File: src/hw/rtl/mtv_pkg.sv
// Shared types, constants and command/status structs of the token verifier.
`default_nettype none

package mtv_pkg;

  // Widths of the request fields and of the arithmetic word
  localparam int unsigned FIELD_BITS   = 32;
  localparam int unsigned WORD_BITS    = 32;
  localparam int unsigned CNT_BITS     = $clog2(WORD_BITS);
  localparam int unsigned CFG_IDX_BITS = 1;

  typedef logic [FIELD_BITS-1:0]   field_t;
  typedef logic [WORD_BITS-1:0]    word_t;
  typedef logic [CNT_BITS-1:0]     mul_cnt_t;
  typedef logic [CFG_IDX_BITS-1:0] cfg_idx_t;

  // Configuration register indexes
  localparam cfg_idx_t CFG_EXPONENT = CFG_IDX_BITS'(0);
  localparam cfg_idx_t CFG_MODULUS  = CFG_IDX_BITS'(1);

  // Register values after reset
  localparam word_t EXPONENT_RESET = WORD_BITS'(7);
  localparam word_t MODULUS_RESET  = WORD_BITS'(9);

  // Operand selection of the shared modular multiplier
  typedef enum logic [1:0] {
    MUL_REDUCE,   // 1 * user_id mod m : reduce the identifier
    MUL_ACC,      // acc * sq mod m
    MUL_SQUARE    // sq * sq mod m
  } mul_sel_t;

  // Controller to datapath commands
  typedef struct packed {
    logic     load;       // capture request, seed accumulator and exponent
    logic     mul_start;  // launch one modular multiplication
    mul_sel_t mul_sel;    // which product to form
    logic     exp_shift;  // step to the next exponent bit
    logic     publish;    // write the result registers
  } dp_cmd_t;

  // Datapath to controller status
  typedef struct packed {
    logic mul_done;   // last cycle of a multiplication
    logic exp_zero;   // no exponent bits left
    logic exp_lsb;    // current exponent bit
    logic mod_zero;   // configured modulus is zero
  } dp_sts_t;

endpackage

`default_nettype wire

File: src/hw/rtl/mtv_datapath.sv
// Datapath: configuration registers, shift-add modular multiplier and result registers.
`default_nettype none

module mtv_datapath (
  input  wire logic              clk,
  input  wire logic              rst_n,
  input  wire logic              cfg_we,
  input  wire mtv_pkg::cfg_idx_t cfg_index,
  input  wire mtv_pkg::field_t   cfg_wdata,
  input  wire mtv_pkg::field_t   in_user_id,
  input  wire mtv_pkg::field_t   in_token,
  input  wire mtv_pkg::dp_cmd_t  cmd,
  output mtv_pkg::dp_sts_t       sts,
  output mtv_pkg::field_t        out_expected,
  output logic                   out_approved,
  output logic                   out_bad_modulus
);

  localparam int unsigned W = mtv_pkg::WORD_BITS;

  mtv_pkg::word_t   exponent_r, exponent_nxt;
  mtv_pkg::word_t   modulus_r, modulus_nxt;
  mtv_pkg::word_t   id_r, token_r, exp_r, acc_r, sq_r;
  mtv_pkg::word_t   mul_a_r, mul_b_r, mul_p_r, mul_res;
  mtv_pkg::mul_cnt_t mul_cnt_r;
  logic             mul_busy_r;
  mtv_pkg::mul_sel_t mul_sel_r;
  logic [W+1:0]     m_ext, m_dbl, t_sum, t_m1, t_m2;
  logic             mul_done;
  mtv_pkg::word_t   exp_word;
  mtv_pkg::field_t  out_expected_r;
  logic             out_approved_r, out_bad_r;

  // Decode configuration writes; unknown indexes leave the registers alone
  always_comb begin
    exponent_nxt = exponent_r;
    modulus_nxt  = modulus_r;
    if (cfg_we) begin
      case (cfg_index)
        mtv_pkg::CFG_EXPONENT: exponent_nxt = cfg_wdata[W-1:0];
        mtv_pkg::CFG_MODULUS:  modulus_nxt  = cfg_wdata[W-1:0];
        default: ;
      endcase
    end
  end

  always_ff @(posedge clk) begin
    if (!rst_n) begin
      exponent_r <= mtv_pkg::EXPONENT_RESET;
      modulus_r  <= mtv_pkg::MODULUS_RESET;
    end else begin
      exponent_r <= exponent_nxt;
      modulus_r  <= modulus_nxt;
    end
  end

  // One multiplier bit per cycle: double, add, then fold back below m
  always_comb begin
    m_ext = {2'b00, modulus_r};
    m_dbl = {1'b0, modulus_r, 1'b0};
    t_sum = {1'b0, mul_p_r, 1'b0} + (mul_b_r[W-1] ? {2'b00, mul_a_r} : '0);
    t_m1  = t_sum - m_ext;
    t_m2  = t_sum - m_dbl;
    if (t_sum >= m_dbl) begin
      mul_res = t_m2[W-1:0];
    end else if (t_sum >= m_ext) begin
      mul_res = t_m1[W-1:0];
    end else begin
      mul_res = t_sum[W-1:0];
    end
  end

  assign mul_done = mul_busy_r && (mul_cnt_r == mtv_pkg::CNT_BITS'(W - 1));

  // Multiplier control state
  always_ff @(posedge clk) begin
    if (!rst_n) begin
      mul_busy_r <= 1'b0;
      mul_cnt_r  <= '0;
    end else if (cmd.mul_start) begin
      mul_busy_r <= 1'b1;
      mul_cnt_r  <= '0;
    end else if (mul_busy_r) begin
      mul_busy_r <= !mul_done;
      mul_cnt_r  <= mul_cnt_r + mtv_pkg::CNT_BITS'(1);
    end
  end

  // Load operands on launch, otherwise advance the partial product
  always_ff @(posedge clk) begin
    if (cmd.mul_start) begin
      mul_sel_r <= cmd.mul_sel;
      mul_p_r   <= '0;
      case (cmd.mul_sel)
        mtv_pkg::MUL_REDUCE: begin
          mul_a_r <= W'(1);
          mul_b_r <= id_r;
        end
        mtv_pkg::MUL_ACC: begin
          mul_a_r <= acc_r;
          mul_b_r <= sq_r;
        end
        mtv_pkg::MUL_SQUARE: begin
          mul_a_r <= sq_r;
          mul_b_r <= sq_r;
        end
        default: begin
          mul_a_r <= sq_r;
          mul_b_r <= sq_r;
        end
      endcase
    end else if (mul_busy_r) begin
      mul_p_r <= mul_res;
      mul_b_r <= {mul_b_r[W-2:0], 1'b0};
    end
  end

  // Capture the request and keep accumulator, square and exponent bits
  always_ff @(posedge clk) begin
    if (cmd.load) begin
      id_r    <= in_user_id[W-1:0];
      token_r <= in_token[W-1:0];
      exp_r   <= exponent_r;
      acc_r   <= (modulus_r == W'(1)) ? '0 : W'(1);
    end else begin
      if (cmd.exp_shift) begin
        exp_r <= exp_r >> 1;
      end
      if (mul_done) begin
        if (mul_sel_r == mtv_pkg::MUL_ACC) begin
          acc_r <= mul_res;
        end else begin
          sq_r <= mul_res;
        end
      end
    end
  end

  // Result registers, written once per request
  assign exp_word = sts.mod_zero ? '0 : acc_r;

  always_ff @(posedge clk) begin
    if (cmd.publish) begin
      out_expected_r <= mtv_pkg::FIELD_BITS'(exp_word);
      out_approved_r <= !sts.mod_zero && (token_r == acc_r);
      out_bad_r      <= sts.mod_zero;
    end
  end

  always_comb begin
    sts.mul_done = mul_done;
    sts.exp_zero = (exp_r == '0);
    sts.exp_lsb  = exp_r[0];
    sts.mod_zero = (modulus_r == '0);
  end

  assign out_expected    = out_expected_r;
  assign out_approved    = out_approved_r;
  assign out_bad_modulus = out_bad_r;

endmodule

`default_nettype wire

File: src/hw/rtl/mtv_ctrl.sv
// Controller: sequences reduction and square-and-multiply, owns the request handshakes.
`default_nettype none

module mtv_ctrl (
  input  wire logic             clk,
  input  wire logic             rst_n,
  input  wire logic             in_valid,
  output logic                  in_stall,
  output logic                  out_valid,
  input  wire logic             out_stall,
  input  wire mtv_pkg::dp_sts_t sts,
  output mtv_pkg::dp_cmd_t      cmd
);

  typedef enum logic [2:0] {
    ST_IDLE,
    ST_START,
    ST_WAIT_RED,
    ST_BIT,
    ST_WAIT_ACC,
    ST_WAIT_SQ,
    ST_FINISH
  } state_t;

  state_t state_r, state_nxt;
  logic   out_valid_r, out_valid_nxt;
  logic   in_accept, out_free;

  assign in_stall  = (state_r != ST_IDLE);
  assign in_accept = in_valid && !in_stall;
  assign out_free  = !out_valid_r || !out_stall;

  // Next state and commands
  always_comb begin
    state_nxt     = state_r;
    cmd           = '0;
    cmd.mul_sel   = mtv_pkg::MUL_SQUARE;
    case (state_r)
      ST_IDLE: begin
        if (in_accept) begin
          cmd.load  = 1'b1;
          state_nxt = ST_START;
        end
      end
      ST_START: begin
        // Skip the arithmetic altogether on a zero modulus
        if (sts.mod_zero) begin
          state_nxt = ST_FINISH;
        end else begin
          cmd.mul_start = 1'b1;
          cmd.mul_sel   = mtv_pkg::MUL_REDUCE;
          state_nxt     = ST_WAIT_RED;
        end
      end
      ST_WAIT_RED: begin
        if (sts.mul_done) begin
          state_nxt = ST_BIT;
        end
      end
      ST_BIT: begin
        if (sts.exp_zero) begin
          state_nxt = ST_FINISH;
        end else if (sts.exp_lsb) begin
          cmd.mul_start = 1'b1;
          cmd.mul_sel   = mtv_pkg::MUL_ACC;
          state_nxt     = ST_WAIT_ACC;
        end else begin
          cmd.mul_start = 1'b1;
          cmd.mul_sel   = mtv_pkg::MUL_SQUARE;
          state_nxt     = ST_WAIT_SQ;
        end
      end
      ST_WAIT_ACC: begin
        if (sts.mul_done) begin
          cmd.mul_start = 1'b1;
          cmd.mul_sel   = mtv_pkg::MUL_SQUARE;
          state_nxt     = ST_WAIT_SQ;
        end
      end
      ST_WAIT_SQ: begin
        if (sts.mul_done) begin
          cmd.exp_shift = 1'b1;
          state_nxt     = ST_BIT;
        end
      end
      ST_FINISH: begin
        // Hold until the result register is free
        if (out_free) begin
          cmd.publish = 1'b1;
          state_nxt   = ST_IDLE;
        end
      end
      default: state_nxt = ST_IDLE;
    endcase
  end

  always_comb begin
    out_valid_nxt = out_valid_r;
    if (cmd.publish) begin
      out_valid_nxt = 1'b1;
    end else if (out_valid_r && !out_stall) begin
      out_valid_nxt = 1'b0;
    end
  end

  always_ff @(posedge clk) begin
    if (!rst_n) begin
      state_r     <= ST_IDLE;
      out_valid_r <= 1'b0;
    end else begin
      state_r     <= state_nxt;
      out_valid_r <= out_valid_nxt;
    end
  end

  assign out_valid = out_valid_r;

`ifndef SYNTHESIS
  a_publish_slot_free: assert property (@(posedge clk) disable iff (!rst_n)
    cmd.publish |-> (!out_valid_r || !out_stall))
    else $error("result written over a request not yet taken");

  a_accept_then_start: assert property (@(posedge clk) disable iff (!rst_n)
    in_accept |=> (state_r == ST_START))
    else $error("accepted request did not start");

  a_no_stray_done: assert property (@(posedge clk) disable iff (!rst_n)
    (state_r == ST_IDLE || state_r == ST_START || state_r == ST_BIT ||
     state_r == ST_FINISH) |-> !sts.mul_done)
    else $error("multiplier finished outside a wait state");

  a_finish_returns: assert property (@(posedge clk) disable iff (!rst_n)
    (state_r == ST_FINISH && out_free) |=> (state_r == ST_IDLE && out_valid_r))
    else $error("finished request not published");
`endif

endmodule

`default_nettype wire

File: src/hw/rtl/modexp_token_verifier_core.sv
// Top level of the modular-exponentiation token verifier.
`default_nettype none

// Each request (user_id, token) yields one result: expected = user_id^exponent
// mod modulus, approved when the token matches, and bad_modulus when the
// modulus register is zero (expected and approved are then 0). One request is
// in work at a time; the next is taken while a finished result still waits on
// the output register. All arithmetic runs through one shift-add modular
// multiplier that retires one multiplier bit per cycle. A request first
// reduces user_id mod modulus, then, for each exponent bit up to the highest
// set one, multiplies the accumulator by the square when the bit is set and
// then squares; on a zero modulus the arithmetic is skipped. The result
// appears in the same cycle in which the next request can be taken.
// Configuration writes (index 0 exponent, index 1 modulus) are taken at any
// time but must only be issued while the block is idle.
module modexp_token_verifier_core (
  input  wire logic              clk,
  input  wire logic              rst_n,
  input  wire logic              cfg_we,
  input  wire mtv_pkg::cfg_idx_t cfg_index,
  input  wire mtv_pkg::field_t   cfg_wdata,
  input  wire logic              in_valid,
  output logic                   in_stall,
  input  wire mtv_pkg::field_t   in_user_id,
  input  wire mtv_pkg::field_t   in_token,
  output logic                   out_valid,
  input  wire logic              out_stall,
  output mtv_pkg::field_t        out_expected,
  output logic                   out_approved,
  output logic                   out_bad_modulus
);

  mtv_pkg::dp_cmd_t cmd;
  mtv_pkg::dp_sts_t sts;

  mtv_ctrl u_ctrl (
    .clk       (clk),
    .rst_n     (rst_n),
    .in_valid  (in_valid),
    .in_stall  (in_stall),
    .out_valid (out_valid),
    .out_stall (out_stall),
    .sts       (sts),
    .cmd       (cmd)
  );

  mtv_datapath u_datapath (
    .clk             (clk),
    .rst_n           (rst_n),
    .cfg_we          (cfg_we),
    .cfg_index       (cfg_index),
    .cfg_wdata       (cfg_wdata),
    .in_user_id      (in_user_id),
    .in_token        (in_token),
    .cmd             (cmd),
    .sts             (sts),
    .out_expected    (out_expected),
    .out_approved    (out_approved),
    .out_bad_modulus (out_bad_modulus)
  );

endmodule

`default_nettype wire
File: config.mk
export PLATFORM = sky130hd
export DESIGN_NAME = modexp_token_verifier_core
export DESIGN_NICKNAME = d
export VERILOG_FILES = /design/src/hw/rtl/mtv_pkg.sv /design/src/hw/rtl/mtv_datapath.sv /design/src/hw/rtl/mtv_ctrl.sv /design/src/hw/rtl/modexp_token_verifier_core.sv
export SDC_FILE = /design/constraint.sdc
export NUM_CORES = 1
export LEC_CHECK = 0
export BUFFER_PORTS_ARGS = -buffer_cell sky130_fd_sc_hd__buf_2
export CORE_MARGIN = 5
export CORE_UTILIZATION = 40
export CTS_CLUSTER_SIZE = 8
export DETAILED_ROUTE_END_ITERATION = 7
export PLACE_DENSITY_LB_ADDON = 0.08
export SLEW_MARGIN = 15
export SYNTH_ARGS = -nofsm -noshare
export SYNTH_HDL_FRONTEND = slang
export SYNTH_HIERARCHICAL = 1
export SYNTH_SLANG_ARGS = --single-unit
File: constraint.sdc
create_clock -name clk -period 9.9 [get_ports clk]
set_clock_uncertainty 0.1 [all_clocks]
set_input_delay 0.99 -clock clk [delete_from_list [all_inputs] [get_ports clk]]
set_output_delay 0.99 -clock clk [all_outputs]
set_load 0.01 [all_outputs]
Word level (Yosys, flattened, before mapping)
Index checks and enable logic that the tools add are counted.

word-level totals
  logic and storage cells = 106
  bits in latches = 0
  output and inout port bits = 36
  register bits = 366
  input bits = 102
  memory bits (writable) = 0
  memories = 0
  ROM bits = 0

operators by class
  bitwise logic cells = 4
  reductions and logical operators = 27
  multiply operators = 0
  $lt $le $gt $ge = 2
  shifts and indexed selects = 0
  div/mod/pow operators = 0
  muxes and demuxes = 36
  equality and inequality tests = 15
  add/subtract/negate cells = 4

operators with widths
  operator                                                                 number
  32-bit two-way mux                                                       11
  32-bit logical NOT                                                       2
  32-bit case mux with 2 select lines                                      1
  32-bit subtractor                                                        2
  33-bit by 32-bit adder with 34-bit output                                1
  34-bit by 32-bit >= comparator with 1-bit output                         1
  34-bit by 33-bit >= comparator with 1-bit output                         1
  32-bit by 1-bit equality test with 1-bit output (second input constant)  1
  32-bit equality test                                                     1
  3-bit two-way mux                                                        9
  3-bit case mux with 6 select lines                                       1
  1-bit two-way mux                                                        12
  2-bit nonzero test                                                       5
  3-bit equality test (second input constant)                              3
  3-bit case mux with 3 select lines                                       1
  2-bit by 1-bit != test with 1-bit output (second input constant)         4
  3-bit by 2-bit equality test with 1-bit output (second input constant)   2
  2-bit AND reduction                                                      3
  5-bit by 1-bit adder with 5-bit output (second input constant)           1
  5-bit equality test (second input constant)                              1
  1-bit logical NOT                                                        5
  2-bit by 1-bit equality test with 1-bit output (second input constant)   2
  1-bit logical AND                                                        4
  1-bit inverter                                                           4
  9 further kinds                                                          10

Depth between registers and ports, before layout
Gate-level depths: netlist of the first run.

  depth after elaboration = 8
  mapped depth = 26
  mapped depth without buffers = 24

By module
The synthesis of the first run kept the hierarchy.

by module, submodules not included
  module        cells an instance  area each (sq um)  times used
  mtv_datapath  1933               20199.4            1
  mtv_ctrl      46                 345.3              1

Worst setup path before layout of the first run
OpenSTA, ideal clock, no wires.

  path kind = register to register
  from = reg u_datapath.mul_b_r[31]
  to = reg u_datapath.acc_r[6] (data pin)
  required time = 9.534 ns
  cell stages (with the launch flop) = 26
  slack = 4.030 ns
  buffers on the path = 3
  period minus slack after synthesis = 5.870 ns
  arrival = 5.504 ns
  cells stage by stage = edfxtp_1 > clkbuf_1 > and2_1 > ha_1 > inv_1 > fa_1 > and2b_1 > o2111ai_1 > and4bb_4 > or4_4 > a2111o_1 > nand2_1 > xor2_1 > ha_1 > clkbuf_1 > a21oi_1 > o21ai_0 > o311ai_0 > o211ai_1 > o21ai_0 > o211ai_2 > a21oi_4 > buf_6 > mux2_4 > a21oi_2 > nor2_1

on the way
  longest elaborated chain between the ends = 8

RTL lines
  what                                                                                   line                                    source
  from (decl)                                                                            mtv_datapath.sv:24                      mtv_pkg::word_t mul_a_r, mul_b_r, mul_p_r, mul_res;
  from (signal assigned)                                                                 mtv_datapath.sv:97                      mul_b_r <= id_r;
  from (signal assigned)                                                                 mtv_datapath.sv:101                     mul_b_r <= sq_r;
  from (signal assigned)                                                                 mtv_datapath.sv:105                     mul_b_r <= sq_r;
  32-bit two-way mux (*)                                                                 mtv_datapath.sv:61                      t_sum = {1'b0, mul_p_r, 1'b0} + (mul_b_r[W-1] ? {2'b00, mul_a_r} : '0);
  33-bit by 32-bit adder with 34-bit output (*)                                          mtv_datapath.sv:61
  32-bit subtractor or 34-bit by 32-bit >= comparator with 1-bit output (tied branches)  mtv_datapath.sv:62, mtv_datapath.sv:66
  32-bit two-way mux                                                                     mtv_datapath.sv:66                      end else if (t_sum >= m_ext) begin
  32-bit two-way mux (*)                                                                 mtv_datapath.sv:64                      if (t_sum >= m_dbl) begin
  32-bit two-way mux (*)                                                                 mtv_datapath.sv:130                     if (mul_sel_r == mtv_pkg::MUL_ACC) begin
  32-bit two-way mux (*)                                                                 mtv_datapath.sv:129                     if (mul_done) begin
  32-bit two-way mux (*)                                                                 mtv_datapath.sv:120                     if (cmd.load) begin
  to (signal assigned)                                                                   mtv_datapath.sv:124                     acc_r <= (modulus_r == W'(1)) ? '0 : W'(1);
  to (signal assigned)                                                                   mtv_datapath.sv:131                     acc_r <= mul_res;
  to (decl)                                                                              mtv_datapath.sv:23                      mtv_pkg::word_t id_r, token_r, exp_r, acc_r, sq_r;

Mark *: on every way between the ends. The rest lies on a longest branch, timed or not. The select of a mux whose other input is x is not followed.
A chain may end at the register's enable or synchronous reset.

Worst setup path in the final report of the first run
  from = reg u_datapath.mul_b_r[31]
  to = reg u_datapath.acc_r[30] (data pin)

on the way
  longest elaborated chain between the ends = 8

RTL lines
  what                                                                                   line
  32-bit two-way mux (*)                                                                 mtv_datapath.sv:61
  33-bit by 32-bit adder with 34-bit output (*)                                          mtv_datapath.sv:61
  32-bit subtractor or 34-bit by 32-bit >= comparator with 1-bit output (tied branches)  mtv_datapath.sv:62, mtv_datapath.sv:66
  32-bit two-way mux                                                                     mtv_datapath.sv:66
  32-bit two-way mux (*)                                                                 mtv_datapath.sv:64
  net u_datapath.mul_res[30]                                                             mtv_datapath.sv:24
  32-bit two-way mux (*)                                                                 mtv_datapath.sv:130
  32-bit two-way mux (*)                                                                 mtv_datapath.sv:129
  32-bit two-way mux (*)                                                                 mtv_datapath.sv:120

Mark *: on every way through the listed nets, which the timed path passes. The rest lies on a longest branch. The select of a mux whose other input is x is not followed.

==> results of run 1 <==
-- worst min-delay path, stage by stage (launching register included) --
cell,delay (ns)
dfxtp_1,0.30
nand2_1,0.04
a21boi_0,0.06
-- cell type report --
class,instances,area (sq um),area share (%)
Sequential cell,366,9930,42.4
Multi-Input combinational cell,1423,9890,42.2
Clock buffer,90,1440,6.17
Tap cell,680,851,3.63
Timing Repair Buffer,154,838,3.58
Inverter,94,353,1.51
Clock inverter,6,109,0.465
-- power groups by stage --
stage | logic (mW) | registers, mW | clock network [mW]
final | 4.91 | 2.27 | 1.69
after global routing | 5.39 | 2.29 | 1.81
after CTS | 4.87 | 2.28 | 1.74
after detailed placement | 4.85 | 2.30 | 0
after global placement | 4.85 | 2.30 | 0
after floorplan | 3.65 | 2.20 | 0
-- Yosys cell counts, types with 5 or more instances --
cell | n | area, sq um
a211o_1 | 9 | 78.8
a211oi_1 | 14 | 105
a211oi_2 | 10 | 125
a21boi_0 | 63 | 473
a21o_1 | 35 | 263
a21oi_1 | 137 | 686
a21oi_2 | 5 | 43.8
a22o_1 | 32 | 280
a31o_2 | 5 | 43.8
a31oi_1 | 9 | 56.3
and2_1 | 38 | 238
and3_1 | 11 | 68.8
buf_1 | 5 | 18.8
buf_2 | 8 | 40.0
buf_6 | 7 | 78.8
clkbuf_1 | 73 | 274
dfxtp_1 | 106 | 2120
edfxtp_1 | 260 | 7810
ha_1 | 97 | 1210
inv_1 | 93 | 349
mux2_2 | 39 | 439
mux2_4 | 10 | 150
mux2i_1 | 49 | 490
nand2_1 | 213 | 800
nand2b_1 | 18 | 113
nand3_1 | 30 | 150
nand4_1 | 17 | 106
nor2_1 | 138 | 518
nor2b_1 | 59 | 369
nor3_1 | 20 | 100
nor3b_1 | 11 | 82.6
nor4_1 | 31 | 194
o211a_1 | 5 | 50.1
o211ai_1 | 8 | 60.1
o21a_1 | 24 | 180
o21ai_0 | 44 | 220
o21ai_1 | 8 | 40.0
o21bai_1 | 14 | 105
o22ai_1 | 11 | 68.8
o31ai_1 | 5 | 37.5
xnor2_1 | 58 | 508
xor2_1 | 54 | 473
-- worst min path at each step --
stage                                             end  slack (ns)  depth (start not counted)
2_1_floorplan   u_datapath/exponent_r[0]$_SDFFE_PN1P_        0.34                          2
3_3_place_gp    u_datapath/exponent_r[0]$_SDFFE_PN1P_        0.35                          2
3_5_place_dp    u_datapath/exponent_r[2]$_SDFFE_PN1P_        0.35                          2
4_1_cts        u_datapath/exponent_r[31]$_SDFFE_PN0P_        0.36                          2
5_1_grt        u_datapath/exponent_r[31]$_SDFFE_PN0P_        0.38                          2
6_report       u_datapath/exponent_r[29]$_SDFFE_PN0P_        0.36                          2
-- cell families after synthesis --
| logic type | after synthesis |
|---|---|
| buffers and inverters | 190 |
| AND/OR/NAND/NOR | 621 |
| XOR/XNOR | 112 |
| adder cells (fa/ha/maj) | 100 |
| flip-flops | 366 |
| multiplexers | 101 |
| AO/OA/AOI/OAI | 489 |
-- routing by layer --
metal  up-vias  GRT usage (%)  part of all wire (%)
met1      7277           29.5                    49
met3        64           3.41                   4.7
li1       7457              -                     -
met5         -              0                     0
met2       364           30.2                    44
met4         0           5.02                   2.3
-- metrics by stage --
step	hold WS, ns	instance area [sq um]
after detailed placement	0.355	21900
after global routing	0.380	23400
after global placement	0.347	21900
after CTS	0.363	23400
final	0.360	23400
after floorplan	0.335	20500
==> results by group, run 1 <==
Synth
  • Cell area after synthesis: 20,500 sq um
  • EDFF count, synth: 260
  • Adder-cell area share of the yosys netlist: 6.20%
  • Fraction of registers with async set or reset after synthesis: 0%
  • Mux contribution to synthesized area: 5.49%
  • Mean post-synth cell area: 10.4 sq um
  • Combinational family with the most area after synthesis: compound AO/OA/AOI/OAI gates
  • Simple-gate share of the synthesized area: 14.8%
  • Compound-Gate Fraction of Synth Area: 16.6%
  • Sequential cell area fraction in the yosys report: 48.3%
  • Netlist cell types: 90
  • Post-Synthesis Net Count: 2,181
  • Dominant register cell in the synthesized netlist: edfxtp_1
  • Fraction of synthesized cell area in xor and xnor cells: 4.77%
  • Number of instances in the synthesized netlist: 1,979
  • Yosys warning total: 6
  • Post-synthesis sequential element count: 366

STA
  • Highest Clock Rate: 141 MHz
  • RSZ-0062 raised after global routing: no
  • Number of hold violations in the final report: 0
  • Number of slew-limit violations in the final report: 0
  • Max_slew headroom: 28.1%
  • # setup viols final: 0
  • Setup slack after layout: 2.79 ns
  • Final setup TNS: 0 ns
  • Slew @ Worst Pin: 1.08 ns
  • Post-layout minimum cycle time: 7.11 ns
  • Period utilisation layout: 71.9%

Power and ir drop
  • Total Power: 8.87 mW
  • Combinational group share of total power: 55.4%
  • Switch share: 43.6%
  • Max VDD drop: 0.160 mV
  • Net switching power: 3.87 mW
  • Clock network fraction of design power: 19.0%
  • Static power due to leakage: 9.01 nW
  • Internal Pwr Total: 5.01 mW
  • Pwr/cell area: 379 nW/um^2
  • Fraction of power consumed by sequential logic: 25.6%

Min path
  • HP Start: u_datapath/exponent_r[29]$_SDFFE_PN0P_
  • Type of the tightest min-delay check: register to register

Cells and area
  • Fill count: 4,886
  • Layout area overhead: 14.0%
  • Final std cells w/o fill: 2,813
  • Commonest cells after routing, fill and taps aside: edfxtp_1 (260), nand2_1 (213), buf_2 (137), nor2_1 (137), a21oi_1 (136)
  • Proportion of layout cells with a drive suffix above 1: 14.8%
  • Commonest non-fill, non-tap cell in the layout: edfxtp_1
  • Finished Core Util: 45.8%
  • Net count of the finished layout: 2,293
  • Ant. Diodes: 0

Floorplan
  • Initial Util: 40.2%
  • Die extent in x: 237 um
  • Num rows: 83
  • Number of top-level design ports: 138
  • Core region area: 51,100 sq um
  • Y dimension of the die: 237 um
  • Area of the die: 56,000 sq um

CTS
  • Root cell of the clock tree: clkbuf_16
  • Number of H-tree levels: 2
  • Clock transition time at the flip-flop clock pins of the worst setup and hold paths: 0.05 ns
  • Maximum clock path buffer count: 3
  • Resized cells post-CTS: 0
  • Clock tree from TritonCTS: yes
  • Number of buffers inserted by post-CTS setup repair: 0
  • Total of hold buffers inserted after clock tree synthesis: 0
  • Source-to-sink clock delay at the later pin of the worst-skew pair: 0.61 ns
  • Clock sink count: 366
  • Number of CTS-inserted buffers: 52

Worst setup path
  • Start of the worst register-to-register path: u_datapath/mul_b_r[31]$_DFFE_PP_
  • Critical Path Start Type: register
  • R2r worst-path depth: 24
  • Sequence of cells on the critical path: buf_4, and2_1, ha_1, inv_1, fa_1, and2b_1, o2111ai_1, and4bb_4, or4_4, a2111o_1, nand2_1, xor2_1, ha_1, a21oi_1, o21ai_0, o311ai_0, o211ai_1, o21ai_0, o211ai_2, a21oi_4, buf_4, mux2_4, mux2_2, nor2b_1
  • CP Capture Point: u_datapath/acc_r[30]$_SDFFCE_PP0P_
  • Worst setup path category: register to register
  • Crit end category: register
  • Crit path largest cell delay: 0.49 ns
  • Crit path buffers/inverters: 3
  • Kind of cell with the highest combined delay on the critical path: compound AO/OA/AOI/OAI gates
  • Slowest cell on the critical path: or4_4
  • Count of cell instances traversed by the critical path: 24
  • WP data required: 10.13 ns
  • Worst path arrival time: 7.35 ns
  • Worst setup path startpoint: u_datapath/mul_b_r[31]$_DFFE_PP_
  • Worst reg2reg path endpoint: u_datapath/acc_r[30]$_SDFFCE_PP0P_
  • Setup slack of the most critical reg-to-reg path: 2.79 ns
  • Maximum net fanout on the critical path: 32

GRT
  • Pin count of the biggest net entering global routing: 135
  • Number of global-route vias before repair: 14,700
  • Antenna violations before repair: 0
  • Wire length of the first global-routing pass: 87,700 um
  • GRT Overall Usage: 19.8%
  • Total global routing overflow: 0

Detailed routing
  • Iteration count of the initial detailed-routing pass: 5
  • Average wire per standard cell: 20.5 um
  • Vias per std cell: 5.39
  • Antenna viol nets, final: 0
  • Via count of the routed design: 15,200
  • Total wire length: 57,800 um
  • First DRT Iteration DRCs: 988
  • Count of unresolved DRC violations after routing: 0

Run status
  • Result of the run: finished clean

Place
  • DP HPWL: 42,600 um
  • Post-place setup slack: 2.83 ns
  • Final estimated routing congestion in global placement: 0.888
  • Count of placed standard cells including taps: 2,717
  • IO Port Bufs: 137

Run
  • Number of violations of the max-capacitance limit: 0
Power figures use the tool's default switching activity.
==> run 2, diff against run 1 <==
Settings changed: ABC_AREA from default to 1.
Clock period 9.9 ns to 6.4 ns, I/O delays scaled along.
==> results by group, run 2 <==
GRT
  • Antenna violations before repair: 2
  • Total global routing overflow: 0
  • Pin count of the biggest net entering global routing: 81
  • Wire length of the first global-routing pass: 122,000 um
  • GRT Overall Usage: 26.9%
  • Number of global-route vias before repair: 19,400

STA
  • Period utilisation layout: 94.5%
  • Number of slew-limit violations in the final report: 0
  • Highest Clock Rate: 165 MHz
  • # setup viols final: 0
  • Slew @ Worst Pin: 1.09 ns
  • Number of hold violations in the final report: 0
  • RSZ-0062 raised after global routing: no
  • Max_slew headroom: 26.8%
  • Setup slack after layout: 0.351 ns
  • Post-layout minimum cycle time: 6.05 ns
  • Final setup TNS: 0 ns

Floorplan
  • Number of top-level design ports: 138
  • Die extent in x: 244 um
  • Y dimension of the die: 244 um
  • Area of the die: 59,600 sq um
  • Core region area: 54,000 sq um
  • Num rows: 85
  • Initial Util: 40.6%

CTS
  • Clock tree from TritonCTS: yes
  • Source-to-sink clock delay at the later pin of the worst-skew pair: 0.60 ns
  • Clock transition time at the flip-flop clock pins of the worst setup and hold paths: 0.05 ns
  • Number of H-tree levels: 2
  • Maximum clock path buffer count: 3
  • Number of buffers inserted by post-CTS setup repair: 0
  • Number of CTS-inserted buffers: 52
  • Clock sink count: 366
  • Root cell of the clock tree: clkbuf_16

Synth
  • EDFF count, synth: 260
  • Netlist cell types: 48
  • Mean post-synth cell area: 7.62 sq um
  • Main area contributors after synthesis: edfxtp_1 (36%), nand2_1 (15%), dfxtp_1 (9.7%)
  • Sequential cell area fraction in the yosys report: 45.3%
  • Library cell occupying the most area in the post-synthesis netlist: edfxtp_1
  • Fraction of registers with async set or reset after synthesis: 0%
  • Post-synthesis sequential element count: 366
  • Portion of synthesized cell area occupied by the leading cell type: 35.6%
  • Number of instances in the synthesized netlist: 2,878
  • Cell area after synthesis: 21,900 sq um
  • Yosys warning total: 6
  • Count leader, synth: nand2_1
  • Top cells by count, synth: nand2_1 (891), inv_1 (396), nor2_1 (286)
  • Post-Synthesis Net Count: 3,080
  • Dominant register cell in the synthesized netlist: edfxtp_1

Detailed routing
  • Via count of the routed design: 19,800
  • Count of unresolved DRC violations after routing: 0
  • Vias per std cell: 5.27
  • Total wire length: 82,400 um
  • First DRT Iteration DRCs: 1,886
  • Average wire per standard cell: 22.0 um
  • Iteration count of the initial detailed-routing pass: 7
  • Antenna viol nets, final: 0

Worst setup path
  • Maximum net fanout on the critical path: 33
  • Crit end category: register
  • Worst path arrival time: 6.22 ns
  • Worst setup path category: register to register
  • Critical Path Start Type: register
  • WP data required: 6.57 ns

Cells and area
  • Proportion of layout cells with a drive suffix above 1: 9.81%
  • Storage cell area: 9930 sq um
  • Net count of the finished layout: 3,219
  • Fill count: 5,523
  • Ant. Diodes: 0
  • Commonest cells after routing, fill and taps aside: nand2_1 (891), inv_1 (396), nor2_1 (281)
  • Commonest non-fill, non-tap cell in the layout: nand2_1
  • Layout area overhead: 13.7%
  • Area used by multi-input combinational logic: 10,100 sq um
  • Finished Core Util: 46.2%

Run
  • Number of violations of the max-capacitance limit: 0

Place
  • Final estimated routing congestion in global placement: 1.00
  • Post-place setup slack: 0.455 ns
  • IO Port Bufs: 137
  • DP HPWL: 65,600 um

Run status
  • Result of the run: finished clean

Min path
  • Type of the tightest min-delay check: input port to register
run 2: worst max-delay path, stage by stage (launching register included):
cell and delay [ns]:
edfxtp_1 0.68, buf_4 0.24, nand2_1 0.07, inv_1 0.07, ha_1 0.22, inv_1 0.07, fa_1 0.40, inv_1 0.10
nand3_1 0.09, nand2_2 0.11, nand3_1 0.07, nand2_1 0.12, xor2_1 0.52, ha_1 0.42, nand2_1 0.18, nor2_1 0.14
nand2_1 0.16, nor2_1 0.08, nand4_1 0.09, nand2_1 0.20, nor2_4 0.47, nand3_4 0.45, nand2_1 0.17, nand3_1 0.18
nand2_1 0.23, nor2_1 0.09
run 2: stage by stage:
stage | std cells | hold slack [ns] | instance area, sq um
6_report | 3753 | 0.119 | 24900
5_1_grt | 3753 | 0.0898 | 24900
4_1_cts | 3751 | 0.0874 | 24900
3_5_place_dp | 3657 | 0.345 | 23400
3_3_place_gp | 3657 | 0.344 | 23400
2_1_floorplan | 2878 | 0.329 | 21900
run 2: cell families after synthesis:
| group | synth area share, % |
|---|---|
| AND/OR/NAND/NOR | 28.5 |
| buffers and inverters | 8.79 |
| flip-flops | 45.3 |
| AO/OA/AOI/OAI | 8.87 |
| adder cells (fa/ha/maj) | 5.81 |
| XOR/XNOR | 2.80 |
run 2: path summary, 6_finish.rpt:
kind                                                            start                               endpoint  slack, ns  cells after the start
worst max-delay path                 u_datapath/mul_b_r[31]$_DFFE_PP_     u_datapath/acc_r[26]$_SDFFCE_PP0P_       0.35                     25
worst max register to register       u_datapath/mul_b_r[31]$_DFFE_PP_     u_datapath/acc_r[26]$_SDFFCE_PP0P_       0.35                     25
worst min register to register  u_datapath/exponent_r[2]$_SDFFE_PN1P_  u_datapath/exponent_r[2]$_SDFFE_PN1P_       0.35                      2
worst min-delay path                                   in_user_id[16]          u_datapath/id_r[16]$_DFFE_PP_       0.12                      1
run 2: final cells by class:
type	instances	share of cell area, %
inverters	405	6.09
clock buffers	89	5.77
clock inverters	5	0.406
flip-flops and latches	366	39.8
well taps	696	3.49
repair buffers	169	3.81
multi-input cells	2023	40.6
run 2: repair_timing:
action	4_1_cts	5_1_grt
hold buffers	0	0
endpoints found under the setup margin	0	5
hold endpoints to repair	0	0
gates resized for setup	0	0
run 2: layer usage:
metal / share of wire (%) / vias up / GRT usage [%]
met2: 47 / 659 / 45.0
li1: - / 9596 / -
met3: 5.6 / 126 / 3.30
met5: 0.015 / - / 0
met4: 3.2 / 2 / 7.92
met1: 44 / 9384 / 36.7
Power of run 2 is not shown: default switching activity piles up to over one toggle a cycle in this logic, so the estimate is an artifact.
==> run 3, diff against run 2 <==
Settings changed: CTS_BUF_LIST from default to sky130_fd_sc_hd__clkbuf_4 sky130_fd_sc_hd__clkbuf_8, SKIP_LAST_GASP from default to 1.
==> results by group, run 3 (synthesis gave the netlist of run 2 again) <==
Run status
  • Result of the run: finished clean

Min path
  • Number of instances on the worst hold path: 1
  • Endpoint with the worst hold slack: u_datapath/id_r[16]$_DFFE_PP_
  • Type of the tightest min-delay check: input port to register
  • HP Start: in_user_id[16]

Worst setup path
  • Slowest cell on the critical path: edfxtp_1
  • WP data required: 6.63 ns
  • Worst setup path category: register to register
  • Critical Path Start Type: register
  • Cell occurring most often along the worst timing path: nand2_1
  • Setup slack of the most critical reg-to-reg path: 0.36 ns
  • Worst path arrival time: 6.27 ns
  • Worst reg2reg path endpoint: u_datapath/acc_r[26]$_SDFFCE_PP0P_
  • Maximum net fanout on the critical path: 33
  • Crit path largest cell delay: 0.67 ns
  • Start of the worst register-to-register path: u_datapath/mul_b_r[31]$_DFFE_PP_
  • Crit end category: register
  • R2r worst-path depth: 25

GRT
  • Number of global-route vias before repair: 19,500
  • Pin count of the biggest net entering global routing: 81
  • Total global routing overflow: 0
  • GRT Overall Usage: 27.0%
  • Antenna violations before repair: 2
  • Wire length of the first global-routing pass: 122,000 um

Place
  • DP HPWL: 65,600 um
  • Count of placed standard cells including taps: 3,657
  • Final estimated routing congestion in global placement: 1.00
  • IO Port Bufs: 137

CTS
  • Clock sink count: 366
  • Clock tree from TritonCTS: yes
  • Maximum clock path buffer count: 3
  • Source-to-sink clock delay at the later pin of the worst-skew pair: 0.64 ns
  • Root cell of the clock tree: clkbuf_8
  • Resized cells post-CTS: 0
  • Clock transition time at the flip-flop clock pins of the worst setup and hold paths: 0.06 ns
  • Number of buffers inserted by post-CTS setup repair: 0
  • Number of H-tree levels: 3
  • Number of CTS-inserted buffers: 67

Cells and area
  • Proportion of layout cells with a drive suffix above 1: 11.6%
  • Storage cell area: 9930 sq um
  • Commonest non-fill, non-tap cell in the layout: nand2_1
  • Net count of the finished layout: 3,234
  • Finished Core Util: 45.8%
  • Ant. Diodes: 0
  • Area used by multi-input combinational logic: 10,100 sq um
  • Commonest cells after routing, fill and taps aside: nand2_1 (891), inv_1 (396), nor2_1 (281)
  • Final std cells w/o fill: 3,783
  • Fill count: 5,578
  • Layout area overhead: 12.9%

Detailed routing
  • Total wire length: 82,600 um
  • First DRT Iteration DRCs: 1,730
  • Iteration count of the initial detailed-routing pass: 6
  • Antenna viol nets, final: 0
  • Vias per std cell: 5.26
  • Via count of the routed design: 19,900
  • Count of unresolved DRC violations after routing: 0
  • Average wire per standard cell: 21.8 um

STA
  • RSZ-0062 raised after global routing: no
  • Final-layout worst hold slack: 0.0757 ns
  • Final setup TNS: 0 ns
  • Number of hold violations in the final report: 0
  • Number of slew-limit violations in the final report: 0
  • Highest Clock Rate: 165 MHz
  • Slew @ Worst Pin: 1.11 ns
  • Max_slew headroom: 25.2%
  • # setup viols final: 0
  • Period utilisation layout: 94.4%
  • Post-layout minimum cycle time: 6.04 ns

Floorplan
  • Number of top-level design ports: 138
  • Core region area: 54,000 sq um
  • Initial Util: 40.6%
  • Num rows: 85
  • Die extent in x: 244 um
  • Area of the die: 59,600 sq um
  • Y dimension of the die: 244 um

Run
  • Number of violations of the max-capacitance limit: 0
run 3: cell types whose count changed in the layout (fill, tap and decap cells not counted), moves of 3 or more:
cell and change:
clkbuf_8 +71, clkbuf_16 -52, clkbuf_1 -37, clkbuf_4 +29, clkinv_1 +9, clkinv_2 +6
clkinvlp_4 +3
run 3: critical path: cells and delay by family, from the launching register on:
kind / cells / cell delay, ns
buffers and inverters: 4 / 0.47
adders and majority gates: 3 / 1.05
and+or+nand+nor: 17 / 2.93
DFF: 1 / 0.67
xor gates and xnor gates: 1 / 0.53
run 3: repair_timing:
action,CTS,global route
endpoints found under the setup margin,0,2
hold buffers,0,0
hold endpoints to repair,0,0
run 3: layout make-up:
| type | count | area share (%) |
|---|---|---|
| multi-input cells | 2023 | 40.9 |
| flip-flops and latches | 366 | 40.1 |
| inverters | 405 | 6.14 |
| clock buffers | 100 | 4.82 |
| repair buffers | 169 | 3.84 |
| well taps | 696 | 3.52 |
| clock inverters | 24 | 0.672 |
run 3: worst max-delay path by stage:
stage / cells after the start / startpoint / end
3_5_place_dp: 25 / u_datapath/mul_b_r[31]$_DFFE_PP_ / u_datapath/acc_r[26]$_SDFFCE_PP0P_
2_1_floorplan: 7 / u_ctrl/state_r[1]$_SDFFE_PN0P_ / u_datapath/acc_r[0]$_DFFE_PP_
4_1_cts: 25 / u_datapath/mul_b_r[31]$_DFFE_PP_ / u_datapath/acc_r[26]$_SDFFCE_PP0P_
5_1_grt: 28 / u_datapath/mul_b_r[31]$_DFFE_PP_ / u_datapath/acc_r[11]$_SDFFCE_PP0P_
3_3_place_gp: 25 / u_datapath/mul_b_r[31]$_DFFE_PP_ / u_datapath/acc_r[26]$_SDFFCE_PP0P_
6_report: 25 / u_datapath/mul_b_r[31]$_DFFE_PP_ / u_datapath/acc_r[26]$_SDFFCE_PP0P_
run 3: metrics by stage:
stage,setup slack [ns],instance area (sq um)
detailed placement,0.455,23400
global route,0.0996,24800
finish,0.356,24800
floorplan,0.0828,21900
global placement,0.524,23400
CTS,0.436,24700
run 3: metal layers:
metal	vias to the layer above	global-route usage [%]	share of wire, %
met4	2	8.38	3.3
li1	9641	-	-
met1	9444	36.3	44
met3	147	4.06	5.6
met2	647	45.1	47
met5	-	0	0.015
Power of run 3 is left out for the same reason.
